[src/rtl/core/id_bitmap_allocator_assert.svh]
// assertion macros for the id bitmap allocator
`ifndef ID_BITMAP_ALLOCATOR_ASSERT_SVH
`define ID_BITMAP_ALLOCATOR_ASSERT_SVH

// same-cycle implication, sampled on the rising clock edge
`define IBMA_ASSERT_IMPL(lbl, ante, cons) \
   lbl: assert property (@(posedge clock) disable iff (reset) (ante) |-> (cons)) \
      else $error("ibma check failed");

// next-cycle implication
`define IBMA_ASSERT_NEXT(lbl, ante, cons) \
   lbl: assert property (@(posedge clock) disable iff (reset) (ante) |=> (cons)) \
      else $error("ibma check failed");

`endif

[src/rtl/core/ibma_pkg.sv]
`timescale 1ns / 1ps

package ibma_pkg;

   typedef enum logic [1:0] {
      OP_FIND    = 2'd0,
      OP_MARK    = 2'd1,
      OP_RELEASE = 2'd2
   } op_type;

   typedef enum logic [3:0] {
      ST_CLEAR = 4'b0001,
      ST_IDLE  = 4'b0010,
      ST_EVAL  = 4'b0100,
      ST_DONE  = 4'b1000
   } state_type;

   typedef struct packed {
      logic       found;
      logic [9:0] free_id;
   } hit_type;

   localparam int BYTE_POS_W = 10;
   localparam logic [7:0] BYTE_FULL = 8'hFF;

endpackage

[src/rtl/core/ibma_word_scan.sv]
`timescale 1ns / 1ps

module ibma_word_scan #(
   parameter int WORD_BITS = 64
) (
   input  logic [WORD_BITS-1:0]            word,
   input  logic [ibma_pkg::BYTE_POS_W-1:0] base,
   input  logic [6:0]                      start_byte,
   input  logic [7:0]                      limit,
   output ibma_pkg::hit_type               hit
);
   import ibma_pkg::*;

   localparam int BPW     = WORD_BITS / 8;
   localparam int WB_LOG2 = $clog2(WORD_BITS);

   logic [BPW-1:0]       byte_ok;
   logic [WORD_BITS-1:0] free_bits;
   logic [WB_LOG2-1:0]   pos;
   logic [BYTE_POS_W-1:0] g;

   // a byte counts only inside [start_byte, limit)
   always_comb begin
      g = '0;
      for (int k = 0; k < BPW; k++) begin
         g = base + BYTE_POS_W'(k);
         byte_ok[k] = (g >= {3'b000, start_byte}) && (g < {2'b00, limit});
      end
   end

   // lowest clear bit of an eligible byte is the first non-full byte's lowest zero
   always_comb begin
      pos = '0;
      for (int b = WORD_BITS - 1; b >= 0; b--) begin
         free_bits[b] = ~word[b] & byte_ok[b / 8];
         if (free_bits[b]) begin
            pos = WB_LOG2'(b);
         end
      end
   end

   always_comb begin
      hit.found   = |free_bits;
      hit.free_id = hit.found ? ({base[6:0], 3'b000} + 10'(pos)) : 10'd0;
   end

endmodule

[src/rtl/core/id_bitmap_allocator.sv]
`timescale 1ns / 1ps
// flow: an accepted beat evaluates the bitmap words it reads in ST_EVAL, then ST_DONE loads its
// result beat once the output is free; words read: 1 for mark or release, up to ID_COUNT/WORD_BITS for a find,
// 0 for an empty search, an id out of range or an unused opcode, which go straight to ST_DONE
// throughput: one item at a time, the next beat is taken the cycle after the result loads
// reset: synchronous; afterwards a clearing pass over all ID_COUNT/WORD_BITS words zeroes the
// bitmap, req_tready stays low during it while csr writes are taken as usual

module id_bitmap_allocator #(
   parameter int ID_COUNT  = 1024,
   parameter int WORD_BITS = 64
) (
   input  logic        clock,
   input  logic        reset,
   input  logic        req_tvalid,
   output logic        req_tready,
   input  logic [23:0] req_tdata,   // opcode[1:0], start_byte[8:2], id[18:9]
   output logic        rsp_tvalid,
   input  logic        rsp_tready,
   output logic [23:0] rsp_tdata,   // found[0], free_id[10:1], byte_after[18:11]
   input  logic        csr_valid,
   output logic        csr_ready,
   input  logic [7:0]  csr_data     // bytes_in_use
);
   import ibma_pkg::*;

   `include "id_bitmap_allocator_assert.svh"

   localparam int WORD_COUNT  = ID_COUNT / WORD_BITS;
   localparam int TOTAL_BYTES = ID_COUNT / 8;
   localparam int BPW         = WORD_BITS / 8;
   localparam int BPW_LOG2    = $clog2(BPW);
   localparam int WB_LOG2     = $clog2(WORD_BITS);
   localparam int AW          = (WORD_COUNT > 1) ? $clog2(WORD_COUNT) : 1;

   // bitmap memory
   logic [WORD_BITS-1:0] usage_mem [WORD_COUNT];
   logic [WORD_BITS-1:0] rd_data_ff;
   logic                 mem_re;
   logic                 mem_we;
   logic [AW-1:0]        rd_addr;
   logic [AW-1:0]        wr_addr;
   logic [WORD_BITS-1:0] wr_data;

   state_type             state_ff, state_in;
   logic [AW-1:0]         clr_ff, clr_in;
   logic [BYTE_POS_W-1:0] base_ff, base_in;
   logic [6:0]            start_ff, start_in;
   op_type                op_ff, op_in;
   logic [9:0]            id_ff, id_in;
   logic                  res_found_ff, res_found_in;
   logic [9:0]            res_id_ff, res_id_in;
   logic [7:0]            res_byte_ff, res_byte_in;
   logic                  rsp_valid_ff, rsp_valid_in;
   logic [23:0]           rsp_data_ff, rsp_data_in;
   logic [7:0]            bytes_in_use_ff, bytes_in_use_in;

   logic                  req_fire;
   logic [7:0]            limit;
   logic [6:0]            req_start;
   logic [9:0]            req_id;
   op_type                req_op;
   logic                  req_id_ok;
   logic [BYTE_POS_W-1:0] base_next;
   logic [WB_LOG2-1:0]    bit_idx;
   logic [WB_LOG2-1:0]    byte_sh;
   logic [WORD_BITS-1:0]  mod_word;
   logic                  out_free;
   hit_type               hit;

   assign req_op    = op_type'(req_tdata[1:0]);
   assign req_start = req_tdata[8:2];
   assign req_id    = req_tdata[18:9];
   assign req_id_ok = (req_id < ID_COUNT);

   assign req_tready = (state_ff == ST_IDLE);
   assign req_fire   = req_tvalid && req_tready;
   assign csr_ready  = 1'b1;
   assign rsp_tvalid = rsp_valid_ff;
   assign rsp_tdata  = rsp_data_ff;
   assign out_free   = !rsp_valid_ff || rsp_tready;

   // search limit is clipped to the bitmap size
   assign limit = ({24'd0, bytes_in_use_ff} > TOTAL_BYTES) ? 8'(TOTAL_BYTES) : bytes_in_use_ff;

   assign base_next = base_ff + BYTE_POS_W'(BPW);
   assign bit_idx   = id_ff[WB_LOG2-1:0];
   assign byte_sh   = bit_idx & ~WB_LOG2'(7);
   assign mod_word  = (op_ff == OP_MARK) ? (rd_data_ff | (WORD_BITS'(1) << bit_idx))
                                         : (rd_data_ff & ~(WORD_BITS'(1) << bit_idx));

   ibma_word_scan #(
      .WORD_BITS (WORD_BITS)
   ) u_scan (
      .word       (rd_data_ff),
      .base       (base_ff),
      .start_byte (start_ff),
      .limit      (limit),
      .hit        (hit)
   );

   always_comb begin
      state_in        = state_ff;
      clr_in          = clr_ff;
      base_in         = base_ff;
      start_in        = start_ff;
      op_in           = op_ff;
      id_in           = id_ff;
      res_found_in    = res_found_ff;
      res_id_in       = res_id_ff;
      res_byte_in     = res_byte_ff;
      rsp_valid_in    = rsp_valid_ff && !rsp_tready;
      rsp_data_in     = rsp_data_ff;
      bytes_in_use_in = csr_valid ? csr_data : bytes_in_use_ff;
      mem_re          = 1'b0;
      mem_we          = 1'b0;
      rd_addr         = '0;
      wr_addr         = '0;
      wr_data         = '0;

      unique case (state_ff)
         ST_CLEAR: begin
            mem_we  = 1'b1;
            wr_addr = clr_ff;
            clr_in  = clr_ff + AW'(1);
            if (clr_ff == AW'(WORD_COUNT - 1)) begin
               state_in = ST_IDLE;
            end
         end
         ST_IDLE: begin
            if (req_fire) begin
               start_in     = req_start;
               op_in        = req_op;
               id_in        = req_id;
               res_found_in = 1'b0;
               res_id_in    = '0;
               res_byte_in  = '0;
               state_in     = ST_DONE;
               case (req_op)
                  OP_FIND: begin
                     // begin at the word holding start_byte
                     base_in = BYTE_POS_W'(req_start) & ~BYTE_POS_W'(BPW - 1);
                     if ({1'b0, req_start} < limit) begin
                        mem_re   = 1'b1;
                        rd_addr  = AW'(base_in >> BPW_LOG2);
                        state_in = ST_EVAL;
                     end
                  end
                  OP_MARK, OP_RELEASE: begin
                     if (req_id_ok) begin
                        mem_re   = 1'b1;
                        rd_addr  = AW'(req_id >> WB_LOG2);
                        state_in = ST_EVAL;
                     end
                  end
                  default: begin
                     state_in = ST_DONE;
                  end
               endcase
            end
         end
         ST_EVAL: begin
            if (op_ff == OP_FIND) begin
               if (hit.found) begin
                  res_found_in = 1'b1;
                  res_id_in    = hit.free_id;
                  state_in     = ST_DONE;
               end else if (base_next >= {2'b00, limit}) begin
                  state_in = ST_DONE;
               end else begin
                  base_in = base_next;
                  mem_re  = 1'b1;
                  rd_addr = AW'(base_next >> BPW_LOG2);
               end
            end else begin
               // read-modify-write; the item owns the block until it ends
               mem_we      = 1'b1;
               wr_addr     = AW'(id_ff >> WB_LOG2);
               wr_data     = mod_word;
               res_byte_in = 8'(mod_word >> byte_sh);
               state_in    = ST_DONE;
            end
         end
         ST_DONE: begin
            if (out_free) begin
               rsp_valid_in = 1'b1;
               rsp_data_in  = {5'd0, res_byte_ff, res_id_ff, res_found_ff};
               state_in     = ST_IDLE;
            end
         end
         default: begin
            state_in = ST_IDLE;
         end
      endcase
   end

   always_ff @(posedge clock) begin
      if (mem_we) begin
         usage_mem[wr_addr] <= wr_data;
      end
      if (mem_re) begin
         rd_data_ff <= usage_mem[rd_addr];
      end
   end

   always_ff @(posedge clock) begin
      if (reset) begin
         state_ff        <= ST_CLEAR;
         clr_ff          <= '0;
         rsp_valid_ff    <= 1'b0;
         bytes_in_use_ff <= 8'd128;
      end else begin
         state_ff        <= state_in;
         clr_ff          <= clr_in;
         rsp_valid_ff    <= rsp_valid_in;
         bytes_in_use_ff <= bytes_in_use_in;
      end
   end

   always_ff @(posedge clock) begin
      base_ff      <= base_in;
      start_ff     <= start_in;
      op_ff        <= op_in;
      id_ff        <= id_in;
      res_found_ff <= res_found_in;
      res_id_ff    <= res_id_in;
      res_byte_ff  <= res_byte_in;
      rsp_data_ff  <= rsp_data_in;
   end

   `IBMA_ASSERT_IMPL(a_no_beat_in_clear, state_ff == ST_CLEAR, !req_tready)
   `IBMA_ASSERT_NEXT(a_beat_leaves_idle, req_fire, state_ff != ST_IDLE)
   `IBMA_ASSERT_IMPL(a_write_state, mem_we, (state_ff == ST_CLEAR) || (state_ff == ST_EVAL))
   `IBMA_ASSERT_IMPL(a_found_no_byte, rsp_valid_ff && rsp_data_ff[0], rsp_data_ff[18:11] == 8'd0)

endmodule
[config.mk]
export PLATFORM = sky130hd
export DESIGN_NAME = id_bitmap_allocator
export DESIGN_NICKNAME = d
export VERILOG_FILES = /design/src/rtl/core/ibma_pkg.sv /design/src/rtl/core/ibma_word_scan.sv /design/src/rtl/core/id_bitmap_allocator.sv
export VERILOG_INCLUDE_DIRS = /design/src /design/src/rtl/core
export SDC_FILE = /design/constraint.sdc
export NUM_CORES = 2
export LEC_CHECK = 0
export BUFFER_PORTS_ARGS = -buffer_cell sky130_fd_sc_hd__buf_2
export CORE_MARGIN = 2
export CORE_UTILIZATION = 45
export CTS_CLUSTER_DIAMETER = 30
export DETAILED_ROUTE_END_ITERATION = 8
export PLACE_DENSITY = 0.58
export SYNTH_ARGS = -nofsm -noshare
export SYNTH_HDL_FRONTEND = slang
export SYNTH_SLANG_ARGS = --single-unit
[constraint.sdc]
create_clock -name clock -period 8.4 [get_ports clock]
set_input_delay 0.84 -clock clock [delete_from_list [all_inputs] [get_ports clock]]
set_output_delay 0.84 -clock clock [all_outputs]
set_load 0.01 [all_outputs]
==> summary.txt <==
Status
  – Status: complete, no violations

Placement
  – Placer congestion estimate: 0.900
  – Pre-CTS WS: 2.76 ns
  – DPL Wire Length: 71.2 mm
  – IO Port Bufs: 52

Worst setup path
  – Flop2flop setup slack: 2.69 ns
  – Critical path type: reg2reg
  – Crit Reg-Reg Startpoint: bytes_in_use_ff[7]
  – Critical path peak fanout: 54
  – Worst r2r path cells: 13
  – Reg-to-reg endpoint: rd_data_ff[25]
  – Crit. End Element: flop
  – Nature of the critical path startpoint: flop
  – CP required: 8.91 ns
  – Crit path DAT: 6.22 ns

Timing
  – Fin worst setup slack: 2.69 ns
  – Slew @ Worst Pin: 1.34 ns
  – Final hold viol count: 0
  – Max Fclk: 175 MHz
  – Final Cycle Share: 0.680
  – Fin crit period: 5.71 ns
  – Max_slew headroom: 0.108
  – Layout Skew: 0.0401 ns
  – Final setup viols: 0
  – Fin. max-slew vios: 0
  – RSZ-0062 raised after global routing: no
  – Setup TNS: 0 ns

Clocking
  – CTS tree: built
  – CTS Hold Bufs: 0
  – Clock Tree Root: clkbuf_16
  – Clock Sinks: 1169
  – Num CTS Buffers: 217
  – Post-CTS Setup Bufs: 0
  – Gates resized, CTS repair: 0
  – Htree depth: 4
  – Worst-path clk slew: 0.05 ns
  – Clk Latency, worst-skew pair: 0.80 ns
  – Max Buffers Root-to-Sink: 3

Synth
  – Register area share after synthesis: 0.712
  – EDFF count, synth: 1152
  – Post-synthesis instance area: 49000 µm²
  – Synth top area cells: edfxtp_1 (71%), nand2_1 (7.9%), nand3_1 (6.4%), mux2i_1 (1.9%), buf_2 (1.4%)
  – FFs w/ async S/R, synth: 0
  – Count leader, synth: edfxtp_1
  – Synth warnings: 0
  – Synthesis-stage register bit count: 1169
  – Synth Area per Inst: 12.5 µm²
  – Synth top cells by count: edfxtp_1 (1152), nand2_1 (1030), nand3_1 (632)
  – Top_reg_cell synth: edfxtp_1
  – Largest area contributor in the synthesized netlist: edfxtp_1
  – Top cell type's share of synthesized area: 0.705
  – Post-synth cell types: 83
  – Mapped Cells: 3915

Route
  – Total DRC errors in the routed layout: 0
  – DRT Wirelength: 140 mm
  – First-pass DRT Iterations: 9
  – Final ANT Viol Nets: 0
  – Via count: 32.7k
  – Via-per-instance ratio: 5.83
  – WL/cell: 25.0 µm
  – DRT iter0 DRCs: 3950

GRT
  – All-Layer GR Usage: 0.249
  – Global-route wire length before repair: 205 mm
  – Largest net degree at the start of global routing: 179
  – Initial antenna violation count: 2
  – Total grt overflow: 0
  – Vias in the first global route: 30.8k

Floorplanning
  – Die ar.: 112000 µm²
  – Row cnt: 121
  – Die Ht: 334 µm
  – Initial Utilization: 0.452
  – Top-Level Pins: 64
  – Die width: 334 µm
  – Core area: 109000 µm²

Hold path
  – Hold depth: 1
  – Hold Path Origin: req_tdata[12]
  – HP Class: in2reg
  – Hold path endpoint: id_ff[3]

Final layout
  – Ant diodes: 0
  – Share of cells above drive strength 1: 0.127
  – Nets: 4073
  – Fillers: 8910
  – Multi-input logic area: 13100 µm²
  – Syn-to-layout area delta: 18.9%
  – Reg area: 34900 µm²

Power
  – Leakage power: 19.7 nW
  – Tot Pwr: 16.7 mW
  – P per Cell Area: 286 nW/µm²
  – Worst vdd ir: 0.000196 V

Flow run
  – Max Cap Viol: 0
worst max-delay path, stage by stage (launching register included):
cell and delay (ns):
dfxtp_1 0.37, inv_1 0.24, nand2_1 0.20, ha_1 0.26
a2111oi_4 0.50, o21ai_0 0.16, a21oi_1 0.81, a221oi_4 0.27
nand4_4 0.52, and2_4 0.73, buf_4 0.72, a32oi_1 0.25
a32oi_1 0.25, nand3_1 0.10
power breakdown:
part | internal (mW) | switching, mW | leakage [nW]
clock network | 5.78 | 2.94 | 3.56
logic | 0.292 | 0.665 | 7.11
registers | 6.88 | 0.108 | 9.05
total | 12.9 | 3.72 | 19.7
registers in the layout (all words and copies together), names as in the netlist, 7 cells and up:
signal	flops
bytes_in_use_ff	8
start_ff	7
usage_mem	1024
res_byte_ff	8
rsp_tdata	19
id_ff	10
res_id_ff	10
rd_data_ff	64
base_ff	7
routing by layer:
metal / vias to the layer above / GRT usage / wire length [µm]
li1: 14700 / - / -
met5: - / 0 / 13
met2: 1475 / 0.385 / 64300
met4: 2 / 0.0730 / 2960
met1: 16300 / 0.362 / 61500
met3: 229 / 0.0434 / 11700
how the worst max path moves through the flow:
stage	startpoint	end
after CTS	bytes_in_use_ff[7]	rd_data_ff[10]
after global routing	bytes_in_use_ff[7]	rd_data_ff[10]
final	bytes_in_use_ff[7]	rd_data_ff[25]
after detailed placement	bytes_in_use_ff[7]	rd_data_ff[6]
after floorplan	req_tdata[6]	rd_data_ff[0]
after global placement	bytes_in_use_ff[7]	rd_data_ff[36]
metrics by stage:
stage	hold WS, ns	util	instance area [µm²]	instances
finish	0.229	0.537	58300	5611
global route	0.203	0.537	58300	5611
CTS	0.187	0.537	58300	5611
detailed placement	0.405	0.468	50800	5205
global placement	0.402	0.468	50800	5205
floorplan	0.400	-	49100	3919
area by class of cell:
class | instances | share of cell area
inverter | 34 | 0.00219
tap | 1414 | 0.0303
sequential | 1169 | 0.599
multi-input combinational | 2466 | 0.224
timing repair buffer | 122 | 0.0163
clock buffer | 250 | 0.0967
clock inverter | 156 | 0.0312
cells in the final DEF, fill, tap and decap left out, types with 6 or more instances in the layout:
| cell type | netlist | routed |
|---|---|---|
| a211oi_1 | 11 | 11 |
| a21o_1 | 6 | 6 |
| a21oi_1 | 70 | 70 |
| a221o_1 | 9 | 9 |
| a221oi_1 | 25 | 25 |
| a22oi_1 | 40 | 40 |
| a31oi_1 | 71 | 70 |
| a32o_1 | 6 | 6 |
| a32oi_1 | 54 | 53 |
| and2_1 | 7 | 7 |
| and3_1 | 8 | 8 |
| buf_12 | 0 | 13 |
| buf_2 | 140 | 52 |
| buf_4 | 14 | 57 |
| bufinv_16 | 0 | 32 |
| clkbuf_1 | 70 | 29 |
| clkbuf_16 | 0 | 221 |
| clkinv_1 | 0 | 28 |
| clkinv_2 | 0 | 37 |
| clkinv_4 | 0 | 13 |
| clkinvlp_4 | 0 | 29 |
| conb_1 | 2 | 6 |
| dfxtp_1 | 17 | 17 |
| edfxtp_1 | 1152 | 1152 |
| ha_1 | 26 | 26 |
| inv_1 | 33 | 33 |
| inv_6 | 0 | 11 |
| mux2i_1 | 91 | 91 |
| mux4_2 | 8 | 8 |
| nand2_1 | 1030 | 1030 |
| nand2b_1 | 9 | 9 |
| nand3_1 | 632 | 632 |
| nand4_1 | 25 | 25 |
| nor2_1 | 129 | 113 |
| nor2_4 | 0 | 17 |
| nor2b_1 | 18 | 14 |
| nor3_1 | 15 | 15 |
| o21ai_0 | 54 | 52 |
| o22ai_1 | 7 | 7 |
| or3_1 | 18 | 18 |
logic make-up after synthesis:
logic type / count (synthesis) / share of synthesized area
muxes: 99 / 0.0222
DFF: 1169 / 0.712
other: 2 / 0.000153
xor gates and xnor gates: 8 / 0.00143
and+or+nand+nor: 1918 / 0.170
adders and majority gates: 26 / 0.00663
AOI/OAI and AO/OA: 409 / 0.0600
buffers and inverters: 284 / 0.0268
Power figures use the tool's default switching activity.
